--- config.mk ---
export PLATFORM = sky130hd
export DESIGN_NAME = round_barrier_message_gate
export DESIGN_NICKNAME = d
export VERILOG_FILES = /design/src/design/rbmg_pkg.sv /design/src/design/rbmg_ram.sv /design/src/design/rbmg_seq.sv /design/src/design/round_barrier_message_gate.sv
export VERILOG_INCLUDE_DIRS = /design/src /design/src/design
export SDC_FILE = /design/constraint.sdc
export NUM_CORES = 2
export LEC_CHECK = 0
export BUFFER_PORTS_ARGS = -buffer_cell sky130_fd_sc_hd__buf_2
export CAP_MARGIN = 10
export CORE_MARGIN = 2
export CORE_UTILIZATION = 40
export DETAILED_ROUTE_END_ITERATION = 8
export GPL_ROUTABILITY_DRIVEN = 1
export SYNTH_ARGS = -nofsm -noshare
export SYNTH_HDL_FRONTEND = slang
export SYNTH_SLANG_ARGS = --single-unit
--- constraint.sdc ---
create_clock -name clk -period 10.11 [get_ports clk]
set_clock_uncertainty 0.2 [all_clocks]
set_input_delay 1.011 -clock clk [delete_from_list [all_inputs] [get_ports clk]]
set_output_delay 1.011 -clock clk [all_outputs]
set_load 0.02 [all_outputs]
--- src/design/round_barrier_message_gate_macros.svh ---
// Assertion macros used by the round barrier message gate sequencer.
// Each macro expects signals named clk and rst in the scope that uses it.
`ifndef ROUND_BARRIER_MESSAGE_GATE_MACROS_SVH
`define ROUND_BARRIER_MESSAGE_GATE_MACROS_SVH

// Same-cycle implication.
`define RBMG_ASSERT_IMP(lbl, ante, cons, msg) \
  lbl: assert property (@(posedge clk) disable iff (rst) (ante) |-> (cons)) else $error(msg);

// Next-cycle implication.
`define RBMG_ASSERT_NEXT(lbl, ante, cons, msg) \
  lbl: assert property (@(posedge clk) disable iff (rst) (ante) |=> (cons)) else $error(msg);

`endif

--- src/design/rbmg_pkg.sv ---
// Types and codes shared by the round barrier message gate modules.
// No dependencies.
package rbmg_pkg;

  typedef struct packed {
    logic [15:0] payload;
    logic        barrier;
    logic [1:0]  round;
    logic [15:0] dest;
    logic [15:0] sender;
  } msg_t;

  localparam int MSG_W = $bits(msg_t);

  typedef enum logic [1:0] {
    KIND_DATA    = 2'd0,
    KIND_BARRIER = 2'd1,
    KIND_DROP    = 2'd2
  } kind_t;

  typedef struct packed {
    msg_t  msg;
    kind_t kind;
    logic  last;
  } res_t;

endpackage

--- src/design/rbmg_ram.sv ---
// Generic single-write, single-read RAM with registered read data.
// No dependencies.
module rbmg_ram #(
  parameter int WIDTH = 32,
  parameter int DEPTH = 16
) (
  input  logic                                  clk,
  input  logic                                  we,
  input  logic [(DEPTH > 1 ? $clog2(DEPTH) : 1)-1:0] waddr,
  input  logic [WIDTH-1:0]                      wdata,
  input  logic [(DEPTH > 1 ? $clog2(DEPTH) : 1)-1:0] raddr,
  output logic [WIDTH-1:0]                      rdata
);
  logic [WIDTH-1:0] mem [DEPTH];

  always_ff @(posedge clk) begin
    if (we) begin
      mem[waddr] <= wdata;
    end
    rdata <= mem[raddr];
  end
endmodule

--- src/design/rbmg_seq.sv ---
// Sequencer of the round barrier message gate: per-PE counter RAM, hold FIFO RAM,
// completion scan and replay. Depends on rbmg_pkg, rbmg_ram and the macro header.
`include "round_barrier_message_gate_macros.svh"

module rbmg_seq
  import rbmg_pkg::*;
#(
  parameter int NUM_PE     = 16,
  parameter int NUM_ROUNDS = 4,
  parameter int PE_SHIFT   = 12,
  parameter int HOLD_DEPTH = 32
) (
  input  logic       clk,
  input  logic       rst,
  input  logic       in_valid,
  output logic       in_ready,
  input  msg_t       in_msg,
  input  logic [3:0] own_pe_id,
  input  logic       out_free,
  output logic       res_load,
  output res_t       res
);
  localparam int PW  = NUM_PE > 1 ? $clog2(NUM_PE) : 1;
  localparam int AW  = HOLD_DEPTH > 1 ? $clog2(HOLD_DEPTH) : 1;
  localparam int HCW = $clog2(HOLD_DEPTH + 1);
  localparam int RW  = NUM_ROUNDS > 1 ? $clog2(NUM_ROUNDS) : 1;
  localparam int CW  = RW > 2 ? RW : 2;

  typedef enum logic [3:0] {
    S_IDLE, S_DROP, S_CWAIT, S_CUPD, S_SCAN_W, S_SCAN_C, S_EMITD,
    S_PRE, S_CNT_R, S_CNT_C, S_EMITB, S_RP_R, S_RP_C, S_RP_W, S_RP_U
  } state_t;

  state_t          state;
  msg_t            m;
  logic [PW-1:0]   cidx;
  logic            pe_ok_q;
  logic            done;
  logic [RW-1:0]   cur_round;
  logic [RW-1:0]   nround;
  logic [HCW-1:0]  held_count;
  logic [HCW-1:0]  fidx;
  logic [HCW-1:0]  keep;
  logic [HCW-1:0]  match_cnt;
  logic [NUM_PE-1:0] seen;
  logic [NUM_PE-1:0] vld;

  logic            accept;
  logic [15:0]     in_pe;
  logic            in_pe_ok;
  logic            in_match;
  logic            room;
  msg_t            f_msg;
  logic [15:0]     f_pe;
  logic            f_pe_ok;
  logic            f_match_new;
  logic            f_match_cur;
  logic            f_we;
  logic [AW-1:0]   f_waddr;
  msg_t            f_wdata;
  logic [MSG_W-1:0] f_rdata;
  logic            c_we;
  logic [31:0]     c_wdata;
  logic [31:0]     c_rdata;
  logic [15:0]     cur_exp;
  logic [15:0]     cur_recv;
  logic [15:0]     recv_inc;
  logic            scan_ok;

  assign in_ready    = (state == S_IDLE);
  assign accept      = in_valid && in_ready;
  assign in_pe       = in_msg.sender >> PE_SHIFT;
  assign in_pe_ok    = in_pe < 16'(NUM_PE);
  assign in_match    = CW'(in_msg.round) == CW'(cur_round);
  assign room        = held_count < HCW'(HOLD_DEPTH);
  assign nround      = (cur_round == RW'(NUM_ROUNDS - 1)) ? '0 : cur_round + 1'b1;

  assign f_msg       = msg_t'(f_rdata);
  assign f_pe        = f_msg.sender >> PE_SHIFT;
  assign f_pe_ok     = f_pe < 16'(NUM_PE);
  assign f_match_new = CW'(f_msg.round) == CW'(nround);
  assign f_match_cur = CW'(f_msg.round) == CW'(cur_round);

  assign cur_exp     = vld[cidx] ? c_rdata[31:16] : 16'd0;
  assign cur_recv    = vld[cidx] ? c_rdata[15:0] : 16'd0;
  assign recv_inc    = (&cur_recv) ? cur_recv : cur_recv + 16'd1;
  assign scan_ok     = seen[cidx] && (cur_exp == cur_recv);

  always_comb begin
    f_we    = 1'b0;
    f_waddr = held_count[AW-1:0];
    f_wdata = in_msg;
    if (accept && !in_match && room) begin
      f_we = 1'b1;
    end else if (state == S_RP_C && !f_match_cur) begin
      f_we    = 1'b1;
      f_waddr = keep[AW-1:0];
      f_wdata = f_msg;
    end
  end

  assign c_we    = pe_ok_q && ((state == S_CUPD) || (state == S_RP_U && out_free));
  assign c_wdata = (state == S_CUPD && m.barrier) ? {m.dest, cur_recv} : {cur_exp, recv_inc};

  always_comb begin
    res.msg  = m;
    res.kind = KIND_DATA;
    res.last = 1'b1;
    unique case (state)
      S_DROP: res.kind = KIND_DROP;
      S_EMITD: res.last = !done;
      S_EMITB: begin
        res.msg.sender  = 16'({12'd0, own_pe_id} << PE_SHIFT);
        res.msg.dest    = 16'd0;
        res.msg.round   = 2'(cur_round);
        res.msg.barrier = 1'b1;
        res.msg.payload = 16'd0;
        res.kind        = KIND_BARRIER;
        res.last        = (match_cnt == '0);
      end
      S_RP_U: res.last = (match_cnt == HCW'(1));
      default: res.kind = KIND_DATA;
    endcase
  end

  assign res_load = out_free && (state == S_DROP || state == S_EMITD ||
                                 state == S_EMITB || state == S_RP_U);

  rbmg_ram #(.WIDTH(32), .DEPTH(NUM_PE)) u_cnt_ram (
    .clk(clk), .we(c_we), .waddr(cidx), .wdata(c_wdata), .raddr(cidx), .rdata(c_rdata)
  );

  rbmg_ram #(.WIDTH(MSG_W), .DEPTH(HOLD_DEPTH)) u_hold_ram (
    .clk(clk), .we(f_we), .waddr(f_waddr), .wdata(f_wdata), .raddr(fidx[AW-1:0]),
    .rdata(f_rdata)
  );

  always_ff @(posedge clk) begin
    if (rst) begin
      state      <= S_IDLE;
      cur_round  <= '0;
      held_count <= '0;
      seen       <= '0;
      vld        <= '0;
      fidx       <= '0;
      keep       <= '0;
      match_cnt  <= '0;
      cidx       <= '0;
      pe_ok_q    <= 1'b0;
      done       <= 1'b0;
    end else begin
      if (c_we) begin
        vld[cidx] <= 1'b1;
      end
      unique case (state)
        S_IDLE: begin
          if (accept) begin
            m <= in_msg;
            if (!in_match) begin
              if (room) begin
                held_count <= held_count + 1'b1;
              end else begin
                state <= S_DROP;
              end
            end else begin
              cidx    <= in_pe[PW-1:0];
              pe_ok_q <= in_pe_ok;
              state   <= S_CWAIT;
            end
          end
        end
        S_DROP: if (out_free) state <= S_IDLE;
        S_CWAIT: state <= S_CUPD;
        S_CUPD: begin
          if (pe_ok_q && m.barrier) begin
            seen[cidx] <= 1'b1;
          end
          cidx  <= '0;
          state <= S_SCAN_W;
        end
        S_SCAN_W: state <= S_SCAN_C;
        S_SCAN_C: begin
          if (!scan_ok) begin
            done  <= 1'b0;
            state <= m.barrier ? S_IDLE : S_EMITD;
          end else if (cidx == PW'(NUM_PE - 1)) begin
            done  <= 1'b1;
            state <= m.barrier ? S_PRE : S_EMITD;
          end else begin
            cidx  <= cidx + 1'b1;
            state <= S_SCAN_W;
          end
        end
        S_EMITD: if (out_free) state <= done ? S_PRE : S_IDLE;
        S_PRE: begin
          fidx      <= '0;
          match_cnt <= '0;
          state     <= S_CNT_R;
        end
        S_CNT_R: state <= (fidx == held_count) ? S_EMITB : S_CNT_C;
        S_CNT_C: begin
          if (f_match_new) begin
            match_cnt <= match_cnt + 1'b1;
          end
          fidx  <= fidx + 1'b1;
          state <= S_CNT_R;
        end
        S_EMITB: begin
          if (out_free) begin
            cur_round <= nround;
            seen      <= '0;
            vld       <= '0;
            fidx      <= '0;
            keep      <= '0;
            state     <= S_RP_R;
          end
        end
        S_RP_R: begin
          if (fidx == held_count) begin
            held_count <= keep;
            state      <= S_IDLE;
          end else begin
            state <= S_RP_C;
          end
        end
        S_RP_C: begin
          if (f_match_cur) begin
            m       <= f_msg;
            cidx    <= f_pe[PW-1:0];
            pe_ok_q <= f_pe_ok;
            state   <= S_RP_W;
          end else begin
            keep  <= keep + 1'b1;
            fidx  <= fidx + 1'b1;
            state <= S_RP_R;
          end
        end
        S_RP_W: state <= S_RP_U;
        S_RP_U: begin
          if (out_free) begin
            match_cnt <= match_cnt - 1'b1;
            fidx      <= fidx + 1'b1;
            state     <= S_RP_R;
          end
        end
        default: state <= S_IDLE;
      endcase
    end
  end

  `RBMG_ASSERT_IMP(a_hold_bound, 1'b1, held_count <= HCW'(HOLD_DEPTH), "hold count overflow")
  `RBMG_ASSERT_IMP(a_load_free, res_load, out_free, "result loaded into a full output")
  `RBMG_ASSERT_NEXT(a_round_adv, state == S_EMITB && out_free, cur_round != $past(cur_round), "round did not advance")
  `RBMG_ASSERT_IMP(a_keep_order, state == S_RP_R || state == S_RP_C, keep <= fidx, "compaction overtook the read pointer")
endmodule

--- src/design/round_barrier_message_gate.sv ---
// Top level of the round barrier message gate: APB register, stream ports, output register.
// Depends on rbmg_pkg and rbmg_seq.
//
// Messages enter on the s_axis channel and results leave on the m_axis channel.
// A message of another round is written into the hold FIFO as it is taken and gives no beat.
// If the FIFO is full it comes back on m_axis with kind dropped.
// A message of the current round updates its PE's counters, and the completion scan then
// reads the per-PE counter RAM one PE after another and stops at the first PE that is not
// complete; a data message then gives its data beat.
// On completion the block emits its own barrier after a pass over the hold FIFO that
// counts the held messages of the new round, then replays those messages and keeps the
// others, compacted, in the FIFO.
// One message is worked on at a time; s_axis_tready is high only while idle.
// Results sit in an output register; while the receiver stalls, the sequencer waits.
// Reset clears the round, the counters and the FIFO fill; own_pe_id returns to zero.
module round_barrier_message_gate
  import rbmg_pkg::*;
#(
  parameter int NUM_PE     = 16,
  parameter int NUM_ROUNDS = 4,
  parameter int PE_SHIFT   = 12,
  parameter int HOLD_DEPTH = 32
) (
  input  logic        clk,
  input  logic        rst,
  input  logic        s_axis_tvalid,
  output logic        s_axis_tready,
  // sender[15:0], dest[31:16], round[33:32], payload[49:34], zero fill
  input  logic [55:0] s_axis_tdata,
  // is_barrier[0]
  input  logic        s_axis_tuser,
  output logic        m_axis_tvalid,
  input  logic        m_axis_tready,
  // out_sender[15:0], out_dest[31:16], out_round[33:32], out_payload[49:34], zero fill
  output logic [55:0] m_axis_tdata,
  // out_barrier[0], kind[2:1]
  output logic [2:0]  m_axis_tuser,
  output logic        m_axis_tlast,
  input  logic        psel,
  input  logic        penable,
  input  logic        pwrite,
  input  logic [2:0]  paddr,
  input  logic [31:0] pwdata,
  output logic [31:0] prdata,
  output logic        pready
);
  logic [3:0] own_pe_id;
  msg_t       in_msg;
  res_t       res;
  res_t       out_res;
  logic       res_load;
  logic       out_free;

  assign pready = 1'b1;
  assign prdata = (paddr[2] == 1'b0) ? {28'd0, own_pe_id} : 32'd0;

  always_ff @(posedge clk) begin
    if (rst) begin
      own_pe_id <= 4'd0;
    end else if (psel && penable && pwrite && pready && paddr[2] == 1'b0) begin
      own_pe_id <= pwdata[3:0];
    end
  end

  assign in_msg.sender  = s_axis_tdata[15:0];
  assign in_msg.dest    = s_axis_tdata[31:16];
  assign in_msg.round   = s_axis_tdata[33:32];
  assign in_msg.payload = s_axis_tdata[49:34];
  assign in_msg.barrier = s_axis_tuser;

  assign out_free = !m_axis_tvalid || m_axis_tready;

  rbmg_seq #(
    .NUM_PE(NUM_PE), .NUM_ROUNDS(NUM_ROUNDS), .PE_SHIFT(PE_SHIFT), .HOLD_DEPTH(HOLD_DEPTH)
  ) u_seq (
    .clk(clk), .rst(rst), .in_valid(s_axis_tvalid), .in_ready(s_axis_tready),
    .in_msg(in_msg), .own_pe_id(own_pe_id), .out_free(out_free),
    .res_load(res_load), .res(res)
  );

  always_ff @(posedge clk) begin
    if (rst) begin
      m_axis_tvalid <= 1'b0;
    end else if (res_load) begin
      m_axis_tvalid <= 1'b1;
    end else if (m_axis_tready) begin
      m_axis_tvalid <= 1'b0;
    end
  end

  always_ff @(posedge clk) begin
    if (res_load) begin
      out_res <= res;
    end
  end

  assign m_axis_tdata = {6'd0, out_res.msg.payload, out_res.msg.round,
                         out_res.msg.dest, out_res.msg.sender};
  assign m_axis_tuser = {out_res.kind, out_res.msg.barrier};
  assign m_axis_tlast = out_res.last;
endmodule
======== After elaboration in Yosys (flattened, before gate mapping) ========
Memory sizes are Yosys's and may differ from the RTL's. A register that Yosys moved wholly into a read port is not among the register bits.
Index checks and enable logic that the tools add are counted.
word-level totals
  latch bits .............................. 0
  RAM bits ................................ 2,144
  register bits after elaboration ......... 178
  memories ................................ 2
  output and inout bits ................... 95
  ROM bits ................................ 0
cells by class
  add/subtract/negate cells ............... 8
  equality and inequality tests ........... 40
  reduce and logical (&&, ||, !) cells .... 47
  multipliers ............................. 0
  bitwise gates (word level) .............. 4
  multiplexer cells ....................... 77
  shift-type cells ........................ 0
  div/mod/pow operators ................... 0
  order comparisons ....................... 5
memories
  name                  depth  width  rd ports  clocked after Yosys merged registers in  write ports  line            source
  u_seq.u_hold_ram.mem  32     51     1         1                                        1            rbmg_ram.sv:14  logic [WIDTH-1:0] mem [DEPTH];
  u_seq.u_cnt_ram.mem   16     32     1         1                                        1            rbmg_ram.sv:14
operator list
  kind                                                   number
  2-to-1 mux 51 bit                                      4
  2-to-1 mux 16 bit                                      8
  case mux 51 bit (2 select lines)                       1
  2-to-1 mux 4 bit                                       15
  2-to-1 mux 6 bit                                       10
  case mux 4 bit (13 select lines)                       1
  2-to-1 mux 34 bit                                      1
  equality test 4 bit, second input constant             8
  2-to-1 mux 32 bit                                      1
  OR 16 bit                                              2
  case mux 16 bit (2 select lines)                       1
  case mux 6 bit (5 select lines)                        1
  adder 6 x 1 -> 6 bit, second input constant            4
  case mux 6 bit (2 select lines)                        2
  inequality test 2 x 1 -> 1 bit, second input constant  9
  case mux 6 bit (3 select lines)                        1
  2-to-1 mux 1 bit                                       17
  adder 16 x 1 -> 16 bit, second input constant          1
  equality test 16 bit                                   1
  equality test 4 x 3 -> 1 bit, second input constant    4
  inequality test 2 bit, second input constant           8
  case mux 4 bit (4 select lines)                        1
  AND reduction 16 bit                                   1
  < comparator 4 x 5 -> 1 bit, second input constant     3
  other kinds (36)                                       76

======== Logic depth before layout (Yosys ltp) ========
  depth after elaboration ................. 8
  depth in mapped cells ................... 14
  mapped depth without buffers ............ 11

======== Cells and area by module ========
Synthesis repeated with hierarchy kept, for this count alone.
unflattened totals
  cell total of the unflattened synthesis .. 5,514
  area, all modules ....................... 94,575.7 sq um
by module, submodules not included
  module                       area each (sq um)  cells an instance  times used  sequential area each (sq um)
  rbmg_ram (u_seq.u_hold_ram)  64,543.2           3,574              1           50,028.0
  rbmg_ram (u_seq.u_cnt_ram)   19,835.3           838                1           16,015.4
  rbmg_seq                     8,044.0            985                1           2,892.8
  round_barrier_message_gate   2,153.3            117                1           1,721.7

======== Worst setup path before layout ========
OpenSTA, ideal clock, no wires.
  path type ............................... input to register
  from .................................... input port s_axis_tdata[32]
  to ...................................... memory u_seq.u_hold_ram.mem[18][0] in the netlist's numbering (enable)
  path slack .............................. 5.304 ns
  stages .................................. 6
  arrival time ............................ 4.146 ns
  setup time .............................. 0.460 ns
  data required time ...................... 9.450 ns
  cell sequence ........................... xor2_1 > o21bai_1 > or2_2 > nor2_1 > a22oi_1 > nor2_1
between the ends
  cells in the longest elaborated chain, start to end .. 7
  elaborated cells between the ends (all ways) .. 8
  classes of those cells .................. eq/ne: 1; mux: 4; reduce/logical: 3
ends and longest elaborated chain
  item                                    line                              source
  start: declaration                      round_barrier_message_gate.sv:29  input logic [55:0] s_axis_tdata,
  equality test 2 bit *                   rbmg_seq.sv:74                    assign in_match = CW'(in_msg.round) == CW'(cur_round);
  logical NOT 1 bit *                     rbmg_seq.sv:93                    if (accept && !in_match && room) begin
  logical AND 1 bit * (2 in series)       rbmg_seq.sv:93
  2-to-1 mux 1 bit                        rbmg_seq.sv:93
  2-to-1 mux 1 bit                        rbmg_ram.sv:17                    if (we) begin
  2-to-1 mux 1 bit (implied by the code)  rbmg_ram.sv:18                    mem[waddr] <= wdata;
  end: declaration                        rbmg_ram.sv:14
Mark *: on every way between the ends. The rest lies on a longest branch, timed or not.

======== Worst setup path in the final report ========
  from .................................... register u_seq.cidx[3]
  to ...................................... memory u_seq.u_cnt_ram.mem[12][2] (netlist: u_seq.u_cnt_ram.mem[6][2]), data pin
between the ends
  cells in the longest elaborated chain, start to end .. 6
  elaborated cells between the ends (all ways) .. 7
  classes of those cells .................. add/sub: 1; mux: 5; reduce/logical: 1
ends and longest elaborated chain
  item                                                                   line             source
  start: declaration                                                     rbmg_seq.sv:36   logic [PW-1:0] cidx;
  start signal: assignment                                               rbmg_seq.sv:166  cidx <= in_pe[PW-1:0];
  start signal: assignment                                               rbmg_seq.sv:190  cidx <= cidx + 1'b1;
  start signal: assignment                                               rbmg_seq.sv:229  cidx <= f_pe[PW-1:0];
  binary-select mux 1 bit (select 4 bit) *                               rbmg_seq.sv:85   assign cur_recv = vld[cidx] ? c_rdata[15:0] : 16'd0;
  2-to-1 mux 1 bit (implied by the code) *                               rbmg_seq.sv:85
  2-to-1 mux 16 bit *                                                    rbmg_seq.sv:85
  adder 16 x 1 -> 16 bit / AND reduction 16 bit (equally long branches)  rbmg_seq.sv:86   assign recv_inc = (&cur_recv) ? cur_recv : cur_recv + 16'd1;
  2-to-1 mux 16 bit                                                      rbmg_seq.sv:86
  2-to-1 mux 32 bit *                                                    rbmg_seq.sv:103  assign c_wdata = (state == S_CUPD && m.barrier) ? {m.dest, cur_recv} : {cur_exp, recv_inc};
  net u_seq.c_wdata[2]                                                   rbmg_seq.sv:63   logic [31:0] c_wdata;
  end: declaration                                                       rbmg_ram.sv:14
Mark *: on every way through the listed nets, which the timed path passes. The rest lies on a longest branch. The select of a mux whose other input is x is not followed.

==> results summary <==
The flow ran to the end, and the final reports show no timing, DRC or antenna violations. The mapped netlist covers 0.09260 mm^2. In this run the horizontal extent of the chip is roughly 490 um. The highest clock frequency the design can meet is 178.9 MHz. The post-layout net count came out at 4676.

Of the post-synthesis cell area, the dominant cell type holds 0.7293. The global-route usage over all layers came out at 0.1874. The most used flip-flop cell after synthesis is sky130_fd_sc_hd__edfxtp_1. For this run, the number of standard cells in the final layout without fillers is 7800.

The cell leakage power is 0.03362 uW. Yosys mapped a number of flops with a built-in enable equal to 2249. The wire length per cell after detailed routing is 28.46 um. No sink is reached through more buffers than the 3 on the longest clock path. The share of post-route cells with drive strength above 1 came out at 0.2887. The maximum number of pins on one net before global-route repair came out at around 120. The final setup violation count is 0. The required time reported for the critical path endpoint came out at 10.33 ns.

The beginning of the critical path is u_seq.cidx[3]. The total overflow left after global routing is 0. For the worst setup path, the data arrival time is roughly 5.8 ns. Setup repair after global routing left no endpoint under its margin. The die height came out at 485.1 um. The count of synthesis-stage warnings from yosys is 0. The initial antenna violation count was 23. The share of async-settable or async-resettable flops after synthesis is 0.

The total routed wirelength came out at ~220000 um. The count of filler cells inserted in the layout is 19080. The number of DRC violations after detailed-routing iteration 0 came out at between 4000 and 5000.

The port buffer count is 122. The biggest area contributor in the post-synthesis netlist is sky130_fd_sc_hd__edfxtp_1. STA classifies the critical path endpoint as a flop.

The CTS H-tree depth is 4. The total negative slack for setup checks came out at 0 ns. Relative to the synthesized area, the layout overhead comes to 13.06%. The routing layer with the top usage in global route is met2. The number of global-route vias before repair came out at 44110. The vias after detailed routing came out at 43900. The cell sitting at the root of the clock tree is a sky130_fd_sc_hd__clkbuf_16. The logic depth of the worst register-to-register path is 12. The flop-to-flop setup slack is around 4.5 ns. The count of final hold-check violations came out at 0. The post-CTS setup buffer count came out at 0. Broken down by cell family, the worst path's largest delay share belongs to simple AND/OR/NAND/NOR gates. The maximum cell stage delay along the critical path came out at 0.97 ns.

The cts-stage hold buffer count is 0. The count of nets left with antenna violations once routing finished came out at 0. The number of max-slew violations in the final report came out at 0.

In the global route stage, met3 resource usage came out at 0.03735. Sorting the synthesized cells by area gives the leading types as sky130_fd_sc_hd__edfxtp_1, sky130_fd_sc_hd__mux4_2, sky130_fd_sc_hd__dfxtp_1. The kind of start point of the critical path is a flop. The first global-routing pass estimated around 320000 um of wire. TritonCTS built the clock tree. The initial core utilization is 0.4024. The worst slew slack as a fraction of its limit came out at 0.1889. The post-place instance area came out at 0.09713 mm^2. The type of the setup path with the least slack is reg2reg. 194 I/O pins were placed. The final RePlAce weighted congestion is 0.8047.

The mean instance size in the synthesized netlist came out at 21.38 um^2. The signal on the critical path passes through nor2b_1 > a22o_1 > nor2_4 > buf_4 > nor2b_1 > ha_1 > nand3_1 > or2_2 > or3_1 > o21ai_1 > nor2_1 > xnor2_1. Detailed placement ended at an HPWL of 112800 um. The clock transition at the register clock pins on the worst setup and hold paths after CTS came out at approximately 0.060 ns.

The path length in cells of the critical path is 12. The max-capacitance violation count is 0. The cell with the biggest individual delay on the critical path is sky130_fd_sc_hd__dfxtp_4.

Gates resized during post-CTS repair numbered 0. In this run, placement finished with an instance count of 7356. The number of buffers and inverters on the critical path came out at 1.

Of the synthesized area, sequential elements account for 0.7631. For this run, global-route usage on met1 was measured as 0.2691. In this run the critical register-to-register path is launched from u_seq.cidx[3].

The most numerous cell on the critical path is sky130_fd_sc_hd__nor2b_1. The top cell types in the final layout, fill and taps aside, are sky130_fd_sc_hd__edfxtp_1, sky130_fd_sc_hd__mux4_2, sky130_fd_sc_hd__nand2_1. The utilization of the core after routing is 0.4549. In the routed layout, each cell is associated on average with a via count of 5.628. In this run the worst path has a maximum fanout of 39. The worst register-to-register path ends at u_seq.u_cnt_ram.mem[6][2]. The number of sinks on the clock net is around 2400.

The worst-case IR drop observed on VDD is ~0.16 mV. The area of the placeable core came out at 0.2301 mm^2. The final routed DRC violation total came out at 0. The area of the die is 0.2354 mm^2. The unique cell type count in the Yosys netlist is between 60 and 70. The most critical setup path has its endpoint at u_seq.u_cnt_ram.mem[6][2]. The number of buffers created by CTS is 228.

The final critical delay including setup and external delays came out at 5.591 ns. The fraction of met2 tracks used by global routing is 0.2919. The post-layout instance area came out at 0.1047 mm^2. The transition time at the pin with the least slew margin came out at between 1 and 1.5 ns. Leaving out fill and tap cells, the most frequent cell in the layout is sky130_fd_sc_hd__edfxtp_1.

The power per cell area came out at between 150 and 200 mW/mm^2. For the worst-skew pair, the clock arrives at the later sink with an insertion delay of 0.87 ns. The count of state elements after synthesis came out at 2405. The cell count after synthesis came out at 4331. The number of detailed-routing iterations run before antenna repair is 5.

In this run the worst hold path is classified as in2reg. The post-route fraction of the period consumed by the critical path is 0.5530. In this run the core area contains 176 standard-cell rows.
==> sequential cells by signal, indices dropped and copies added (netlist names) <==
register	cells
m_axis_tdata	50
m_axis_tlast	1
m_axis_tuser	3
m_axis_tvalid	1
own_pe_id	4
u_seq.cidx	4
u_seq.cur_round	2
u_seq.done	1
u_seq.fidx	6
u_seq.held_count	6
u_seq.keep	6
u_seq.m	51
u_seq.match_cnt	6
u_seq.pe_ok_q	1
u_seq.seen	16
u_seq.state	4
u_seq.u_cnt_ram.mem	512
u_seq.u_cnt_ram.rdata	32
u_seq.u_hold_ram.mem	1632
u_seq.u_hold_ram.rdata	51
u_seq.vld	16
==> worst register-to-register path: cells and delay by family (launching register included) <==
| kind | cells | cell delay [ns] |
|---|---|---|
| compound gates | 2 | 0.63 |
| xor+xnor | 1 | 0.91 |
| fa+ha+maj | 1 | 0.21 |
| buf+inv | 1 | 0.30 |
| flops | 1 | 0.97 |
| simple gates | 7 | 1.94 |
==> worst min path at each step <==
stage / cells after the start / end / startpoint / slack [ns]
2_1_floorplan: 2 / u_seq.seen[10] / u_seq.seen[10] / 0.23
3_3_place_gp: 1 / u_seq.vld[15] / u_seq.vld[15] / 0.24
3_5_place_dp: 1 / u_seq.vld[11] / u_seq.vld[11] / 0.25
4_1_cts: 3 / u_seq.m[34] / s_axis_tuser / 0.15
5_1_grt: 3 / u_seq.m[34] / s_axis_tuser / 0.17
6_report: 3 / own_pe_id[0] / pwdata[0] / 0.21
==> layer usage <==
metal / vias up / routed length, um
li1: 18250 / -
met5: - / 18
met3: 307 / 16290
met4: 4 / 5844
met2: 1628 / 104900
met1: 23710 / 94920
==> power by group <==
group,switching (uW),total [uW],internal (uW)
Sequential,45.3,11000,10900
Clock,3700,8480,4780
Combinational,265,373,108
==> through the flow <==
stage / setup WS (ns) / hold slack, ns / power, uW
floorplan: 5.304 / 0.2315 / 11380
global placement: 4.669 / 0.2408 / 11530
detailed placement: 4.547 / 0.2503 / 11540
CTS: 4.412 / 0.1489 / 19990
global route: 4.083 / 0.1723 / 20440
finish: 4.519 / 0.2130 / 19810
==> kinds of logic after synthesis <==
family                     count (synthesis)  share of synthesized area
and+or+nand+nor                          673                    0.03210
buffers and inverters                    274                    0.01351
other                                      2                 0.00008110
AOI/OAI and AO/OA                        168                    0.01173
adders and majority gates                 13                   0.001757
DFF                                     2405                     0.7631
xor gates and xnor gates                  51                   0.004824
muxes                                    745                     0.1729
==> synthesized netlist by cell type (11+ instances only) <==
cell	instances
sky130_fd_sc_hd__mux2_2	59
sky130_fd_sc_hd__buf_4	35
sky130_fd_sc_hd__o21a_1	19
sky130_fd_sc_hd__nand3_1	24
sky130_fd_sc_hd__dfxtp_1	156
sky130_fd_sc_hd__and3_1	23
sky130_fd_sc_hd__nand4_1	11
sky130_fd_sc_hd__mux4_2	678
sky130_fd_sc_hd__xor2_1	21
sky130_fd_sc_hd__ha_1	13
sky130_fd_sc_hd__nor2_1	113
sky130_fd_sc_hd__xnor2_1	30
sky130_fd_sc_hd__inv_1	13
sky130_fd_sc_hd__nor2b_1	61
sky130_fd_sc_hd__buf_1	17
sky130_fd_sc_hd__nor3_1	16
sky130_fd_sc_hd__a21oi_1	47
sky130_fd_sc_hd__o21ai_0	39
sky130_fd_sc_hd__buf_2	73
sky130_fd_sc_hd__edfxtp_1	2249
sky130_fd_sc_hd__clkbuf_1	136
sky130_fd_sc_hd__nand2_1	382
==> area by class of cell <==
cell class	count	area, um^2	share of cell area
Clock inverter	125	1277	0.01220
Multi-Input combinational cell	1685	21150	0.2020
Timing Repair Buffer	231	1514	0.01446
Clock buffer	310	6216	0.05937
Antenna cell	5	12.51	0.0001195
Inverter	13	48.80	0.0004661
Tap cell	3026	3786	0.03616
Sequential cell	2405	70690	0.6752
(Power assumes the default switching activity.)
